**src/design/erm_pkg.sv**
```systemverilog
// Shared constants, register indexes and controller/datapath interface types
// for the echo range trimmed-mean block. No dependencies.
package erm_pkg;

  // Averaging window and distance scaling
  localparam int WINDOW     = 7;
  localparam int SLOT_W     = $clog2(WINDOW);
  localparam int DIST_W     = 12;
  localparam int DIST_MAX   = 2550;
  localparam int DIST_NUM   = 17;
  localparam int DIST_DEN   = 100;

  // Field and register widths
  localparam int CAP_W      = 16;
  localparam int TOP_W      = 16;
  localparam int OVF_W      = 6;
  localparam int GATE_W     = 13;
  localparam int PERIOD_W   = TOP_W + 1;
  localparam int PROD_W     = OVF_W + PERIOD_W;
  localparam int TICKS_W    = PROD_W + 1;

  // Configuration port
  localparam int CFG_IDX_W  = 2;
  localparam int CFG_DATA_W = 16;
  localparam logic [CFG_IDX_W-1:0] CFG_COUNTER_TOP = 2'd0;
  localparam logic [CFG_IDX_W-1:0] CFG_TIMEOUT     = 2'd1;
  localparam logic [CFG_IDX_W-1:0] CFG_GATE        = 2'd2;

  localparam logic [TOP_W-1:0]  TOP_RST     = 16'hFFFF;
  localparam logic [OVF_W-1:0]  TIMEOUT_RST = 6'd2;
  localparam logic [GATE_W-1:0] GATE_RST    = 13'd5000;

  // Tick counts at or above this saturate at DIST_MAX
  localparam int TICKS_SAT  = ((DIST_MAX + 1) * DIST_DEN + DIST_NUM - 1) / DIST_NUM;
  localparam int X_IN_W     = $clog2(TICKS_SAT);
  localparam int X_W        = $clog2(TICKS_SAT * DIST_NUM);

  // Division by DIST_DEN as a reciprocal multiply, exact for x below 2^X_W
  localparam int DIV_SHIFT  = 25;
  localparam int DIV_MUL    = ((1 << DIV_SHIFT) + DIST_DEN - 1) / DIST_DEN;
  localparam int Q_W        = DIV_SHIFT + DIST_W;

  // Trimmed mean: sum of WINDOW samples less max and min, over WINDOW - 2
  localparam int SUM_W      = $clog2(WINDOW * DIST_MAX + 1);
  localparam int TRIM_DIV   = WINDOW - 2;
  localparam int TRIM_W     = $clog2(TRIM_DIV * DIST_MAX + 1);
  localparam int MEAN_SHIFT = TRIM_W + $clog2(TRIM_DIV);
  localparam int MEAN_MUL   = ((1 << MEAN_SHIFT) + TRIM_DIV - 1) / TRIM_DIV;
  localparam int MP_W       = MEAN_SHIFT + DIST_W + 1;

  typedef struct packed {
    logic              ovf_tick;
    logic              rise;
    logic              fall;
    logic              calc_ticks;
    logic              scale;
    logic              divide;
    logic              store;
    logic              walk;
    logic              walk_first;
    logic [SLOT_W-1:0] walk_idx;
    logic              trim;
    logic              mean;
    logic              emit;
  } ctrl_cmd_t;

  typedef struct packed {
    logic pulse_high;
    logic window_full;
  } dp_status_t;

endpackage

```
**src/design/echo_range_trimmed_mean.sv**
```systemverilog
// Top level of the echo range block: joins the sequencer and the datapath.
// Depends on erm_pkg, erm_ctrl and erm_datapath.
//
// Usage: one ultrasonic echo channel. Each input transaction is a timer
// overflow (op_i = 0) or a capture edge (op_i = 1) with its counter value.
// The first capture marks the rise, the next one the fall; overflows seen
// while high extend the pulse or abort it at the timeout count. Each fall
// gives a distance that enters a 7-entry ring; once the ring has been
// filled, each further fall yields one output transaction: the gated
// trimmed mean of the ring in mm.
// Steps: an overflow or a rising capture is handled at acceptance. A fall
// passes through acceptance, tick arithmetic, scaling, reciprocal divide
// and store; when the ring was already full it goes on with a walk over
// the ring, trim, mean and output load, which sets the out_valid_o register.
// in_stall_o is high while a fall is in work. A finished result waits in
// the output register; when the receiver stalls, a following fall is still
// taken and held in its last step until the register is free.
// Reset clears the pulse state, ring fill state and last output, and loads
// the register defaults: counter_top 65535, timeout 2, gate limit 5000.
module echo_range_trimmed_mean (
  input  logic                            clk_i,
  input  logic                            rst_ni,
  // configuration write port
  input  logic                            cfg_we_i,
  input  logic [erm_pkg::CFG_IDX_W-1:0]   cfg_index_i,
  input  logic [erm_pkg::CFG_DATA_W-1:0]  cfg_data_i,
  // input channel
  input  logic                            in_valid_i,
  output logic                            in_stall_o,
  input  logic                            op_i,
  input  logic [erm_pkg::CAP_W-1:0]       capture_count_i,
  // output channel
  output logic                            out_valid_o,
  input  logic                            out_stall_i,
  output logic [erm_pkg::DIST_W-1:0]      distance_mm_o
);

  erm_pkg::ctrl_cmd_t  cmd;
  erm_pkg::dp_status_t status;

  // Sequence each transaction and own both handshakes
  erm_ctrl u_ctrl (
    .clk_i       (clk_i),
    .rst_ni      (rst_ni),
    .in_valid_i  (in_valid_i),
    .in_stall_o  (in_stall_o),
    .op_i        (op_i),
    .out_valid_o (out_valid_o),
    .out_stall_i (out_stall_i),
    .status_i    (status),
    .cmd_o       (cmd)
  );

  // Hold configuration, pulse state, ring and arithmetic
  erm_datapath u_datapath (
    .clk_i           (clk_i),
    .rst_ni          (rst_ni),
    .cfg_we_i        (cfg_we_i),
    .cfg_index_i     (cfg_index_i),
    .cfg_data_i      (cfg_data_i),
    .capture_count_i (capture_count_i),
    .cmd_i           (cmd),
    .status_o        (status),
    .distance_mm_o   (distance_mm_o)
  );

endmodule

```
**src/design/erm_ctrl.sv**
```systemverilog
// Sequencer for the echo range block: input handshake, measurement steps,
// window walk and output valid. Depends on erm_pkg.
module erm_ctrl (
  input  logic                   clk_i,
  input  logic                   rst_ni,
  input  logic                   in_valid_i,
  output logic                   in_stall_o,
  input  logic                   op_i,
  output logic                   out_valid_o,
  input  logic                   out_stall_i,
  input  erm_pkg::dp_status_t    status_i,
  output erm_pkg::ctrl_cmd_t     cmd_o
);

  localparam logic [3:0] ST_IDLE  = 4'd0;
  localparam logic [3:0] ST_TICKS = 4'd1;
  localparam logic [3:0] ST_SCALE = 4'd2;
  localparam logic [3:0] ST_DIV   = 4'd3;
  localparam logic [3:0] ST_STORE = 4'd4;
  localparam logic [3:0] ST_WALK  = 4'd5;
  localparam logic [3:0] ST_TRIM  = 4'd6;
  localparam logic [3:0] ST_MEAN  = 4'd7;
  localparam logic [3:0] ST_OUT   = 4'd8;

  localparam logic [erm_pkg::SLOT_W-1:0] WALK_LAST = erm_pkg::SLOT_W'(erm_pkg::WINDOW - 1);

  logic [3:0]                  state_q, state_d;
  logic [erm_pkg::SLOT_W-1:0]  walk_q, walk_d;
  logic                        out_valid_q, out_valid_d;
  logic                        accept;
  logic                        out_free;

  assign in_stall_o  = (state_q != ST_IDLE);
  assign accept      = in_valid_i && (state_q == ST_IDLE);
  assign out_free    = !out_valid_q || !out_stall_i;
  assign out_valid_o = out_valid_q;

  always_comb begin
    state_d = state_q;
    walk_d  = walk_q;
    cmd_o   = '0;
    cmd_o.walk_idx = walk_q;
    unique case (state_q)
      ST_IDLE: begin
        if (accept) begin
          cmd_o.ovf_tick = !op_i;
          cmd_o.rise     = op_i && !status_i.pulse_high;
          cmd_o.fall     = op_i && status_i.pulse_high;
          if (op_i && status_i.pulse_high) begin
            state_d = ST_TICKS;
          end
        end
      end
      ST_TICKS: begin
        cmd_o.calc_ticks = 1'b1;
        state_d = ST_SCALE;
      end
      ST_SCALE: begin
        cmd_o.scale = 1'b1;
        state_d = ST_DIV;
      end
      ST_DIV: begin
        cmd_o.divide = 1'b1;
        state_d = ST_STORE;
      end
      ST_STORE: begin
        cmd_o.store = 1'b1;
        // results start only once the ring has been filled before this sample
        if (status_i.window_full) begin
          walk_d  = '0;
          state_d = ST_WALK;
        end else begin
          state_d = ST_IDLE;
        end
      end
      ST_WALK: begin
        cmd_o.walk       = 1'b1;
        cmd_o.walk_first = (walk_q == '0);
        if (walk_q == WALK_LAST) begin
          state_d = ST_TRIM;
        end else begin
          walk_d = walk_q + erm_pkg::SLOT_W'(1);
        end
      end
      ST_TRIM: begin
        cmd_o.trim = 1'b1;
        state_d = ST_MEAN;
      end
      ST_MEAN: begin
        cmd_o.mean = 1'b1;
        state_d = ST_OUT;
      end
      ST_OUT: begin
        // hold until the output register is free
        if (out_free) begin
          cmd_o.emit = 1'b1;
          state_d = ST_IDLE;
        end
      end
      default: begin
        state_d = ST_IDLE;
      end
    endcase
  end

  always_comb begin
    if (cmd_o.emit) begin
      out_valid_d = 1'b1;
    end else if (!out_stall_i) begin
      out_valid_d = 1'b0;
    end else begin
      out_valid_d = out_valid_q;
    end
  end

  always_ff @(posedge clk_i or negedge rst_ni) begin
    if (!rst_ni) begin
      state_q     <= ST_IDLE;
      walk_q      <= '0;
      out_valid_q <= 1'b0;
    end else begin
      state_q     <= state_d;
      walk_q      <= walk_d;
      out_valid_q <= out_valid_d;
    end
  end

endmodule

```
**src/design/erm_datapath.sv**
```systemverilog
// Datapath for the echo range block: configuration registers, pulse state,
// tick arithmetic, distance scaling, sample ring and trimmed mean. Depends on erm_pkg.
module erm_datapath (
  input  logic                               clk_i,
  input  logic                               rst_ni,
  input  logic                               cfg_we_i,
  input  logic [erm_pkg::CFG_IDX_W-1:0]      cfg_index_i,
  input  logic [erm_pkg::CFG_DATA_W-1:0]     cfg_data_i,
  input  logic [erm_pkg::CAP_W-1:0]          capture_count_i,
  input  erm_pkg::ctrl_cmd_t                 cmd_i,
  output erm_pkg::dp_status_t                status_o,
  output logic [erm_pkg::DIST_W-1:0]         distance_mm_o
);

  localparam logic [erm_pkg::SLOT_W-1:0] SLOT_LAST = erm_pkg::SLOT_W'(erm_pkg::WINDOW - 1);

  // Configuration
  logic [erm_pkg::TOP_W-1:0]   top_q;
  logic [erm_pkg::OVF_W-1:0]   timeout_q;
  logic [erm_pkg::GATE_W-1:0]  gate_q;

  // Control state
  logic                        pulse_q;
  logic [erm_pkg::OVF_W-1:0]   ovf_q;
  logic [erm_pkg::CAP_W-1:0]   rise_q;
  logic [erm_pkg::SLOT_W-1:0]  slot_q;
  logic                        full_q;
  logic [erm_pkg::DIST_W-1:0]  last_q;

  // Payload
  logic [erm_pkg::CAP_W-1:0]          cap_q;
  logic [erm_pkg::PROD_W-1:0]         prod_q, prod_d;
  logic signed [erm_pkg::TICKS_W-1:0] ticks_q, ticks_d;
  logic                               neg_q, sat_q;
  logic [erm_pkg::X_W-1:0]            x_q, x_d;
  logic [erm_pkg::Q_W-1:0]            q_q, q_d;
  logic [erm_pkg::DIST_W-1:0]         dist_mm;
  logic [erm_pkg::DIST_W-1:0]         hist_q [erm_pkg::WINDOW];
  logic [erm_pkg::DIST_W-1:0]         walk_val;
  logic [erm_pkg::SUM_W-1:0]          sum_q;
  logic [erm_pkg::DIST_W-1:0]         max_q, min_q;
  logic [erm_pkg::TRIM_W-1:0]         trim_q, trim_d;
  logic [erm_pkg::MP_W-1:0]           mp_q, mp_d;
  logic [erm_pkg::DIST_W-1:0]         mean;
  logic                               gate_pass;
  logic [erm_pkg::DIST_W-1:0]         out_q;
  logic [erm_pkg::PERIOD_W-1:0]       period;

  assign status_o.pulse_high  = pulse_q;
  assign status_o.window_full = full_q;
  assign distance_mm_o        = out_q;

  assign period  = erm_pkg::PERIOD_W'(top_q) + erm_pkg::PERIOD_W'(1);
  assign prod_d  = erm_pkg::PROD_W'(ovf_q) * erm_pkg::PROD_W'(period);
  assign ticks_d = $signed(erm_pkg::TICKS_W'(cap_q) - erm_pkg::TICKS_W'(rise_q)
                           + erm_pkg::TICKS_W'(prod_q));
  assign x_d     = erm_pkg::X_W'(ticks_q[erm_pkg::X_IN_W-1:0]) * erm_pkg::X_W'(erm_pkg::DIST_NUM);
  assign q_d     = erm_pkg::Q_W'(x_q) * erm_pkg::Q_W'(erm_pkg::DIV_MUL);

  always_comb begin
    priority if (neg_q) begin
      dist_mm = '0;
    end else if (sat_q) begin
      dist_mm = erm_pkg::DIST_W'(erm_pkg::DIST_MAX);
    end else begin
      dist_mm = q_q[erm_pkg::DIV_SHIFT +: erm_pkg::DIST_W];
    end
  end

  assign walk_val  = hist_q[cmd_i.walk_idx];
  assign trim_d    = erm_pkg::TRIM_W'(sum_q - erm_pkg::SUM_W'(max_q) - erm_pkg::SUM_W'(min_q));
  assign mp_d      = erm_pkg::MP_W'(trim_q) * erm_pkg::MP_W'(erm_pkg::MEAN_MUL);
  assign mean      = mp_q[erm_pkg::MEAN_SHIFT +: erm_pkg::DIST_W];
  assign gate_pass = {1'b0, mean} < gate_q;

  always_ff @(posedge clk_i or negedge rst_ni) begin
    if (!rst_ni) begin
      top_q     <= erm_pkg::TOP_RST;
      timeout_q <= erm_pkg::TIMEOUT_RST;
      gate_q    <= erm_pkg::GATE_RST;
    end else if (cfg_we_i) begin
      unique case (cfg_index_i)
        erm_pkg::CFG_COUNTER_TOP: top_q     <= cfg_data_i[erm_pkg::TOP_W-1:0];
        erm_pkg::CFG_TIMEOUT:     timeout_q <= cfg_data_i[erm_pkg::OVF_W-1:0];
        erm_pkg::CFG_GATE:        gate_q    <= cfg_data_i[erm_pkg::GATE_W-1:0];
        default: ;
      endcase
    end
  end

  always_ff @(posedge clk_i or negedge rst_ni) begin
    if (!rst_ni) begin
      pulse_q <= 1'b0;
      ovf_q   <= '0;
      rise_q  <= '0;
      slot_q  <= '0;
      full_q  <= 1'b0;
      last_q  <= '0;
    end else begin
      if (cmd_i.ovf_tick && pulse_q) begin
        // abort silently on timeout
        if (ovf_q >= timeout_q) begin
          pulse_q <= 1'b0;
          ovf_q   <= '0;
        end else begin
          ovf_q <= ovf_q + erm_pkg::OVF_W'(1);
        end
      end
      if (cmd_i.rise) begin
        rise_q  <= capture_count_i;
        pulse_q <= 1'b1;
        ovf_q   <= '0;
      end
      if (cmd_i.fall) begin
        pulse_q <= 1'b0;
        ovf_q   <= '0;
      end
      if (cmd_i.store) begin
        if (slot_q == SLOT_LAST) begin
          slot_q <= '0;
          full_q <= 1'b1;
        end else begin
          slot_q <= slot_q + erm_pkg::SLOT_W'(1);
        end
      end
      if (cmd_i.emit && gate_pass) begin
        last_q <= mean;
      end
    end
  end

  always_ff @(posedge clk_i) begin
    if (cmd_i.fall) begin
      cap_q  <= capture_count_i;
      prod_q <= prod_d;
    end
    if (cmd_i.calc_ticks) begin
      ticks_q <= ticks_d;
    end
    if (cmd_i.scale) begin
      neg_q <= ticks_q[erm_pkg::TICKS_W-1] || (ticks_q == '0);
      sat_q <= ticks_q >= $signed(erm_pkg::TICKS_W'(erm_pkg::TICKS_SAT));
      x_q   <= x_d;
    end
    if (cmd_i.divide) begin
      q_q <= q_d;
    end
    if (cmd_i.store) begin
      hist_q[slot_q] <= dist_mm;
    end
    if (cmd_i.walk) begin
      if (cmd_i.walk_first) begin
        sum_q <= erm_pkg::SUM_W'(walk_val);
        max_q <= walk_val;
        min_q <= walk_val;
      end else begin
        sum_q <= sum_q + erm_pkg::SUM_W'(walk_val);
        if (walk_val > max_q) max_q <= walk_val;
        if (walk_val < min_q) min_q <= walk_val;
      end
    end
    if (cmd_i.trim) begin
      trim_q <= trim_d;
    end
    if (cmd_i.mean) begin
      mp_q <= mp_d;
    end
    if (cmd_i.emit) begin
      out_q <= gate_pass ? mean : last_q;
    end
  end

endmodule
```
**config.mk**
```make
export PLATFORM = sky130hd
export DESIGN_NAME = echo_range_trimmed_mean
export DESIGN_NICKNAME = d
export VERILOG_FILES = /design/src/design/erm_pkg.sv /design/src/design/echo_range_trimmed_mean.sv /design/src/design/erm_ctrl.sv /design/src/design/erm_datapath.sv
export SDC_FILE = /design/constraint.sdc
export NUM_CORES = 1
export LEC_CHECK = 0
export ABC_CLOCK_PERIOD_IN_PS = 15700
export BUFFER_PORTS_ARGS = -buffer_cell sky130_fd_sc_hd__buf_2
export CAP_MARGIN = 40
export CELL_PAD_IN_SITES_DETAIL_PLACEMENT = 0
export CELL_PAD_IN_SITES_GLOBAL_PLACEMENT = 1
export CORE_AREA = 2 2 376 229
export CTS_BUF_LIST = sky130_fd_sc_hd__clkbuf_4
export CTS_CLUSTER_SIZE = 10
export DETAILED_ROUTE_END_ITERATION = 16
export DIE_AREA = 0 0 378 231
export GPL_ROUTABILITY_DRIVEN = 0
export PLACE_DENSITY_LB_ADDON = 0.1
export SYNTH_ARGS = -nofsm -noshare
export SYNTH_HDL_FRONTEND = slang
export SYNTH_SLANG_ARGS = --single-unit
```
**constraint.sdc**
```tcl
create_clock -name clk_i -period 15.7 [get_ports clk_i]
set_clock_uncertainty 0.05 [all_clocks]
set_input_delay 3.14 -clock clk_i [delete_from_list [all_inputs] [get_ports clk_i]]
set_output_delay 3.14 -clock clk_i [all_outputs]
set_load 0.01 [all_outputs]
```
# After elaboration in Yosys (flattened, before gate mapping)
# Memories as Yosys holds them, arrays and structs flattened.
# Index checks and enable logic that the tools add are counted.
[classes]
n_addsub = 9
mul = 4
div_mod_pow = 0
magnitude_cmp = 5
eq_ne = 19
n_shift = 0
mux = 41
bitwise_logic = 0
n_reduce_logical = 30
[op_table]
columns = ["cell", "count"]
rows = [
  ["12-bit two-way mux", 8],
  ["18-bit by 19-bit multiplier with 37-bit output (second input constant)", 1],
  ["4-bit case mux with 9 select lines", 1],
  ["14-bit by 15-bit multiplier with 29-bit output (second input constant)", 1],
  ["14-bit by 12-bit subtractor with 14-bit output", 2],
  ["24-bit by 23-bit adder with 24-bit output", 1],
  ["24-bit by 15-bit >= comparator with 1-bit output (second input constant)", 1],
  ["24-bit logical NOT", 1],
  ["6-bit two-way mux", 4],
  ["6-bit by 17-bit multiplier with 23-bit output", 1],
  ["14-bit by 5-bit multiplier with 18-bit output (second input constant)", 1],
  ["3-bit two-way mux", 6],
  ["16-bit by 1-bit adder with 17-bit output (second input constant)", 1],
  ["16-bit by 16-bit subtractor with 17-bit output", 1],
  ["4-bit by 3-bit equality test with 1-bit output (second input constant)", 4],
  ["1-bit two-way mux", 16],
  ["4-bit two-way mux", 4],
  ["15-bit by 12-bit adder with 15-bit output", 1],
  ["2-bit AND reduction", 7],
  ["12-bit by 13-bit less-than comparator with 1-bit output", 1],
  ["12-bit greater-than comparator", 1],
  ["12-bit less-than comparator", 1],
  ["2-bit by 1-bit inequality test with 1-bit output (second input constant)", 5],
  ["4-bit by 2-bit equality test with 1-bit output (second input constant)", 2],
  ["other kinds (22)", 36],
]
[totals]
regBits = 296
latchBits = 0
mem_bits_rw = 84
mem_bits_ro = 0
input_bits = 40
out_inout_bits = 14
word_cells = 135
n_memories = 1
[mem_list]
columns = ["memory", "depth", "word_bits", "rd", "rd_clocked_by_memory_dff", "wr", "line_no", "source"]
rows = [
  ["u_datapath.hist_q", 7, 12, 1, 0, 1, "erm_datapath.sv:38", "logic [erm_pkg::DIST_W-1:0] hist_q [erm_pkg::WINDOW];"],
]

# Logic depth before layout (Yosys ltp)
# Gate-level depths: netlist of run 1.
[depth]
ltp_word = 8
depth_mapped = 21
depth_no_buf = 21

# Modules after synthesis
# From an unflattened synthesis of run 1, not the netlist that was laid out.
[hier_totals]
cells_unflattened = 2659
area_unflattened_um2 = 29517.1
[modules_own_cells]
columns = ["mod", "n_inst", "cells_per_inst", "area_each_um2", "seq_area_each_um2"]
rows = [
  ["erm_datapath", 1, 2599, 28931.5, 9536.6],
  ["erm_ctrl", 1, 60, 585.6, 200.2],
]

# Worst setup path after synthesis of run 1
# Ideal clock, no wire load.
[synth_timing]
path_type = "flip-flop to flip-flop"
from = "register u_datapath.x_q[16] (netlist name)"
to = "register u_datapath.q_q[34] (netlist name) (data pin)"
setup_time_ns = 0.180
t_arrival_ns = 5.837
required_time_ns = 15.470
slack_ns = 9.633
path_stages_with_launch = 20
n_path_buf = 0
synth_period_minus_slack_ns = 6.067
cell_sequence = "edfxtp_1 fa_1 inv_1 fa_1 inv_1 fa_1 fa_1 fa_1 inv_1 fa_1 inv_1 ha_1 a21oi_1 nor2_1 a211o_1 a221oi_1 a21o_1 a21o_1 mux2_2 a221oi_1"
[synth_between]
elab_chain_len = 1
[synth_rtl]
columns = ["item", "line_no", "source"]
rows = [
  ["start, declared", "erm_datapath.sv:35", "logic [erm_pkg::X_W-1:0] x_q, x_d;"],
  ["start signal, assigned", "erm_datapath.sv:143", "x_q <= x_d;"],
  ["18-bit by 19-bit multiplier with 37-bit output", "erm_datapath.sv:58", "assign q_d = erm_pkg::Q_W'(x_q) * erm_pkg::Q_W'(erm_pkg::DIV_MUL);"],
  ["via u_datapath.q_d (one bit)", "erm_datapath.sv:36", "logic [erm_pkg::Q_W-1:0] q_q, q_d;"],
  ["end signal, assigned", "erm_datapath.sv:146", "q_q <= q_d;"],
  ["end, declared", "erm_datapath.sv:36", ""],
]
# The timed path passes the listed nets, and every way through them passes these cells.
# A chain may end at the register's enable or synchronous reset.

# Final worst setup path of run 1
# Same ends and word-level chain as after synthesis.

==> qor.yml, run 1 <==
run_status: "finished clean"
period_needed_ns: 6.55
ctsLongestPathBuffers: 3
final_max_slew_viol_count: 0
first_pass_iters: 5
grt_pass1_vias: 19500
hpwl_microns: 57200
layout-drive-gt1-share_pct: 12.7
grt_pass1_wl_microns: 114000
synth.avg_cell_area_sq_um: 11.1
arrival_ns: 7.20
vias: 18700
cts_tree: "done"
crit_path_frequent_cell: "fa_1"
fin_tns_setup_ns: 0
wl_microns: 71100
synth_seq_cells: 337
met1Wirelength_microns: 39900
r2r_cells: 19
num_rows: 83
setup_viol: 0
synthArstFlopShare_pct: 24.3
dr_wl_met3_microns: 4220
dr_wl_met2_microns: 26100
via_per_inst: 4.70
timing.hold.worst_path_depth: 1
drt-wirelength-per-cell_microns: 17.9
reg2reg_from: "u_datapath.x_q[16]$_DFFE_PP_"
post_cts_buffers: 0
die_area_sq_mm: 0.0873
setup.worst_path.class: "reg2reg"
finalHoldViolations: 0
synthTopCellsByArea: "edfxtp_1 26%, ha_1 18%, fa_1 17%"
drv_cap: 0
ys_seq_area_share_pct: 33.4
start_kind: "register"
clock.fmax_ghz: 0.153
synthFlopType: "edfxtp_1"
syn_to_final_growth_pct: 10.1
overflow: 0
holdPathEnd: "u_datapath.last_q[8]$_DFFE_PN0P_"
syn_area_sq_mm: 0.0292
syn_nets: 3328
critPathMaxFanout: 8
fp.dieW_microns: 378
cts-htree-levels: 3
required_ns: 16.36
cts_hold_buf: 0
max_stage_delay_ns: 0.65
yosysTopAreaCell: "edfxtp_1"
grt_max_degree: 53
cts-root-buf: "clkbuf_4"
pin_count: 54
min-delay-start: "u_datapath.last_q[8]$_DFFE_PN0P_"
yosysUniqueCellTypes: 79
worst_pin_slew_ns: 0.903
critPathCaptureType: "register"
io_buffers: 53
grtUsageTotal_pct: 17.1
clk_pin_slew_ns: 0.07
ant_nets: 0
syn_inst: 2619
rsz0062_at_grt: "no"
drtIter0Drc: 1107
die_h_microns: 231
fin_crit_sh_pct: 41.7
synth_top_area_share_pct: 26.2
synth_edf_count: 255
max_slew_margin_pct: 39.4
path_cells: "fa_1, inv_1, fa_1, inv_1, fa_1, fa_1, fa_1, inv_1, fa_1, inv_1, ha_1, a21oi_1, nor2_1, a211o_1, a221oi_1, a21o_1, a21o_1, mux2_2, a221oi_1"
top_layer_used: "met4"
worstReg2RegEnd: "u_datapath.q_q[34]$_DFFE_PP_"
drc: 0
insertion_delay_ns: 0.89
start_util_pct: 34.6
crit_slowest_cell: "fa_1"
synth_warnings: 0
cts_buffers: 89
fin_nets: 3459
hold_class: "reg2reg"
clkSinkCount: 337
post_cts_resized: 0
r2r_slack_ns: 9.15
antenna_found_initial: 8
fillCellCount: 8327
core_region_area_sq_mm: 0.0843
layout by cell type (no fill, tap or decap), types with 45 or more instances in the layout:
| cell | count |
|---|---|
| inv_1 | 509 |
| o21ai_0 | 81 |
| ha_1 | 415 |
| xnor2_1 | 76 |
| nand2_1 | 114 |
| a21oi_1 | 104 |
| mux2_2 | 74 |
| nor2b_1 | 75 |
| a21o_1 | 45 |
| buf_2 | 53 |
| nor2_1 | 95 |
| clkbuf_4 | 124 |
| dfrtp_1 | 60 |
| edfxtp_1 | 255 |
| fa_1 | 254 |
area by class of cell:
type | instances | area [sq um] | share of cell area, %
antenna | 9 | 22.5 | 0.0701
clock buffer | 124 | 931 | 2.90
clock inverter | 35 | 186 | 0.580
inverter | 510 | 1910 | 5.96
multi-input combinational | 1736 | 17400 | 54.2
sequential | 337 | 9740 | 30.3
tap | 1147 | 1440 | 4.47
timing repair buffer | 76 | 485 | 1.51
Yosys cell counts, types with 4 or more instances:
| library cell | instances |
|---|---|
| xor2_1 | 44 |
| o31ai_1 | 7 |
| o21a_1 | 14 |
| o21bai_1 | 13 |
| a21o_1 | 45 |
| nor2b_1 | 75 |
| nor3b_1 | 4 |
| a221oi_1 | 5 |
| o21ai_1 | 6 |
| ha_1 | 415 |
| a211o_1 | 7 |
| a31oi_1 | 8 |
| or2_2 | 11 |
| mux2i_1 | 15 |
| nand2b_1 | 27 |
| nand3_1 | 38 |
| o21ai_0 | 81 |
| fa_1 | 254 |
| a21oi_1 | 105 |
| a211oi_1 | 14 |
| o22ai_1 | 6 |
| and3_1 | 16 |
| o211ai_1 | 11 |
| or3_1 | 10 |
| dfstp_2 | 22 |
| nor4_1 | 9 |
| and4_1 | 4 |
| edfxtp_1 | 255 |
| xnor2_1 | 76 |
| and2_1 | 22 |
| nand4_1 | 14 |
| nor3_1 | 28 |
| nor2_1 | 96 |
| mux2_2 | 74 |
| dfrtp_1 | 60 |
| mux4_2 | 12 |
| buf_2 | 7 |
| nand2_1 | 114 |
| clkbuf_1 | 25 |
| a41oi_1 | 4 |
| inv_1 | 509 |
state kept, by name (all words and copies together), names as in the netlist, 3 cells and up:
| register | cells |
|---|---|
| u_datapath.ovf_q | 6 |
| u_datapath.distance_mm_o | 12 |
| u_datapath.timeout_q | 6 |
| u_datapath.slot_q | 3 |
| u_datapath.hist_q | 84 |
| u_datapath.gate_q | 13 |
| u_datapath.x_q | 18 |
| u_datapath.ticks_q | 24 |
| u_datapath.sum_q | 14 |
| u_datapath.prod_q | 23 |
| u_datapath.trim_q | 14 |
| u_datapath.max_q | 12 |
| u_datapath.last_q | 12 |
| u_ctrl.walk_q | 3 |
| u_datapath.q_q | 12 |
| u_datapath.top_q | 16 |
| u_datapath.cap_q | 16 |
| u_datapath.min_q | 12 |
| u_datapath.mp_q | 12 |
| u_datapath.rise_q | 16 |
| u_ctrl.state_q | 4 |
critical path: cells and delay by family, from the launching register on:
family | cells | cell delay, ns
flops | 1 | 0.56
mux | 1 | 0.35
simple gates | 1 | 0.06
compound gates | 6 | 1.62
fa+ha+maj | 7 | 3.54
buf+inv | 4 | 0.23
cells by family after synthesis:
logic type	share of synthesized area (%)
adder cells (fa/ha/maj)	35.2
buffers and inverters	7.08
AND/OR/NAND/NOR	8.62
AO/OA/AOI/OAI	7.79
flip-flops	33.4
XOR/XNOR	3.60
multiplexers	4.30
worst max-delay path by stage:
stage | startpoint | to | slack [ns] | cells past startpoint
2_1_floorplan | u_datapath.x_q[16]$_DFFE_PP_ | u_datapath.q_q[34]$_DFFE_PP_ | 9.63 | 19
5_1_grt | u_datapath.x_q[16]$_DFFE_PP_ | u_datapath.q_q[34]$_DFFE_PP_ | 8.83 | 19
3_3_place_gp | u_datapath.x_q[16]$_DFFE_PP_ | u_datapath.q_q[34]$_DFFE_PP_ | 9.14 | 19
6_report | u_datapath.x_q[16]$_DFFE_PP_ | u_datapath.q_q[34]$_DFFE_PP_ | 9.15 | 19
3_5_place_dp | u_datapath.x_q[16]$_DFFE_PP_ | u_datapath.q_q[34]$_DFFE_PP_ | 9.14 | 19
4_1_cts | u_datapath.x_q[7]$_DFFE_PP_ | u_datapath.q_q[34]$_DFFE_PP_ | 9.16 | 19
metrics by stage:
stage / hold WS [ns] / instance area (sq um) / cells / worst slack [ns] / utilization, %
6_report: 0.455 / 32100 / 3974 / 9.15 / 38.1
5_1_grt: 0.465 / 32100 / 3971 / 8.83 / 38.1
4_1_cts: 0.458 / 32100 / 3965 / 9.16 / 38.1
3_5_place_dp: 0.442 / 31000 / 3806 / 9.14 / 36.8
3_3_place_gp: 0.436 / 30900 / 3800 / 9.14 / 36.6
2_1_floorplan: 0.408 / 29200 / 2619 / 9.63 / -
routing by layer:
| metal | GRT usage, % | up-vias |
|---|---|---|
| li1 | - | 9173 |
| met1 | 28.1 | 9098 |
| met2 | 21.5 | 332 |
| met3 | 4.41 | 79 |
| met4 | 3.56 | 0 |
| met5 | 0 | - |
Power of run 1 is not shown: default switching activity piles up to over one toggle a cycle in this logic, so the estimate is an artifact.
==> run 2: changes to the inputs <==
ABC_CLOCK_PERIOD_IN_PS = 6400   (was 15700)
clock period = 6.4 ns   (was 15.7 ns; I/O delays follow)
==> run 2 against run 1 <==
  * Via count up 1.0%
  * Hold slack worse by 0.11 ns
  * Count of clock-buffer cells in the layout up 10
  * Maximum frequency grew 5.4%
  * Sequential share of layout area shrank 0.18 points
  * Global-route usage grew 0.22 points
  * Non-clock buffer count increased by 19
  * Design area is 0.60% higher
  * Critical endpoint unchanged
==> qor.yml, run 2 (synthesis gave the netlist of run 1 again) <==
run_status: "finished clean"
clk_pin_slew_ns: 0.10
arrival_ns: 6.86
critical_path.top_delay_family: "adder cells"
crit_slowest_cell: "fa_1"
syn_to_final_growth_pct: 10.8
core_region_area_sq_mm: 0.0843
cts_tree: "done"
setup.worst_path.class: "reg2reg"
regMostFlops: "u_datapath.hist_q"
drt-wirelength-per-cell_microns: 18.1
die_h_microns: 231
grt_max_degree: 50
met1_usage_pct: 28.5
largest_registers: "u_datapath.hist_q: 84 flops, u_datapath.ticks_q: 24 flops, u_datapath.prod_q: 23 flops"
seq_area_sq_mm: 0.00974
num_rows: 83
layout_common_cells: "509 x inv_1, 415 x ha_1, 255 x edfxtp_1"
multi_input_area_sq_mm: 0.0174
hold_class: "in2async"
insertion_delay_ns: 0.90
reg2reg_from: "u_datapath.x_q[6]$_DFFE_PP_"
io_buffers: 53
met2_usage_pct: 22.0
global_route.usage.met3_pct: 4.21
critPathMaxFanout: 3
ctsLongestPathBuffers: 3
r2r_cells: 20
worst_pin_slew_ns: 0.870
first_pass_iters: 7
period_needed_ns: 6.21
fin_util_pct: 38.3
die_area_sq_mm: 0.0873
vias: 18900
fillCellCount: 8343
cts_buffers: 87
cts-htree-levels: 3
layout-drive-gt1-share_pct: 13.9
crit_path_frequent_cell: "fa_1"
fp.dieW_microns: 378
grtUsageTotal_pct: 17.3
max_stage_delay_ns: 0.59
ant_nets: 0
drc: 0
path_cells: "fa_1, inv_1, fa_1, inv_1, fa_1, fa_1, fa_1, inv_1, fa_1, inv_1, ha_1, a21oi_1, nand2_1, a211o_1, a221oi_2, buf_4, a21o_1, a21o_1, mux2_2, a221oi_2"
wl_microns: 72100
pin_count: 54
cp.depth: 20
busiest_layer: "met1"
antenna_found_initial: 5
fin_crit_sh_pct: 97.0
rsz0062_at_grt: "yes"
max_slew_margin_pct: 41.6
final_max_slew_viol_count: 0
worst-path-buf-inv: 5
start_util_pct: 34.6
drv_cap: 0
required_ns: 7.06
via_per_inst: 4.73
critPathCaptureType: "register"
r2r_slack_ns: 0.19
start_kind: "register"
worstReg2RegEnd: "u_datapath.q_q[34]$_DFFE_PP_"
fin_nets: 3476
hpwl_microns: 58200
cts_hold_buf: 0
clock.fmax_ghz: 0.161
cts-root-buf: "clkbuf_4"
clkSinkCount: 337
largest_register_ff_count: 84
grt_pass1_vias: 19800
mostFrequentLayoutCell: "inv_1"
overflow: 0
grt_pass1_wl_microns: 116000
setup_viol: 0
finalHoldViolations: 0
drtIter0Drc: 1178
run 2: repair_timing:
item	in CTS	in global routing
pin swaps	0	3
buffers inserted	0	2
gates cloned	0	0
endpoints found under the setup margin	1	10
gates resized for setup	1	5
run 2: routing by layer:
layer | vias up | share of wire (%)
li1 | 9216 | -
met1 | 9297 | 57
met2 | 285 | 36
met3 | 75 | 5.4
met4 | 2 | 1.3
met5 | - | 0.0097
run 2: area by class of cell:
type	count	area share, %
diodes	5	0.0387
clock buffers	134	3.11
clock inverters	27	0.472
inverters	510	5.92
multi-input cells	1736	54.0
flip-flops and latches	337	30.1
well taps	1147	4.44
repair buffers	95	1.93
run 2: worst max-delay path by stage:
stage / startpoint / end / slack [ns]
finish: u_datapath.x_q[6]$_DFFE_PP_ / u_datapath.q_q[34]$_DFFE_PP_ / 0.19
global route: u_datapath.x_q[6]$_DFFE_PP_ / u_datapath.q_q[34]$_DFFE_PP_ / -0.09
CTS: u_datapath.x_q[15]$_DFFE_PP_ / u_datapath.q_q[34]$_DFFE_PP_ / 0.02
detailed placement: u_datapath.x_q[15]$_DFFE_PP_ / u_datapath.q_q[34]$_DFFE_PP_ / 0.02
global placement: u_datapath.x_q[15]$_DFFE_PP_ / u_datapath.q_q[34]$_DFFE_PP_ / 0.1
floorplan: u_datapath.x_q[16]$_DFFE_PP_ / u_datapath.q_q[34]$_DFFE_PP_ / 0.33
run 2: stage by stage:
stage	cells	TNS, ns	worst slack [ns]	area, sq um	hold WS, ns
6_report	3991	0	0.192	32300	0.347
5_1_grt	3989	-0.0919	-0.0919	32300	0.281
4_1_cts	3984	0	0.0238	32300	0.253
3_5_place_dp	3823	0	0.0227	31100	0.442
3_3_place_gp	3819	0	0.0994	31000	0.436
2_1_floorplan	2619	0	0.333	29200	0.408
Power of run 2 is left out for the same reason.
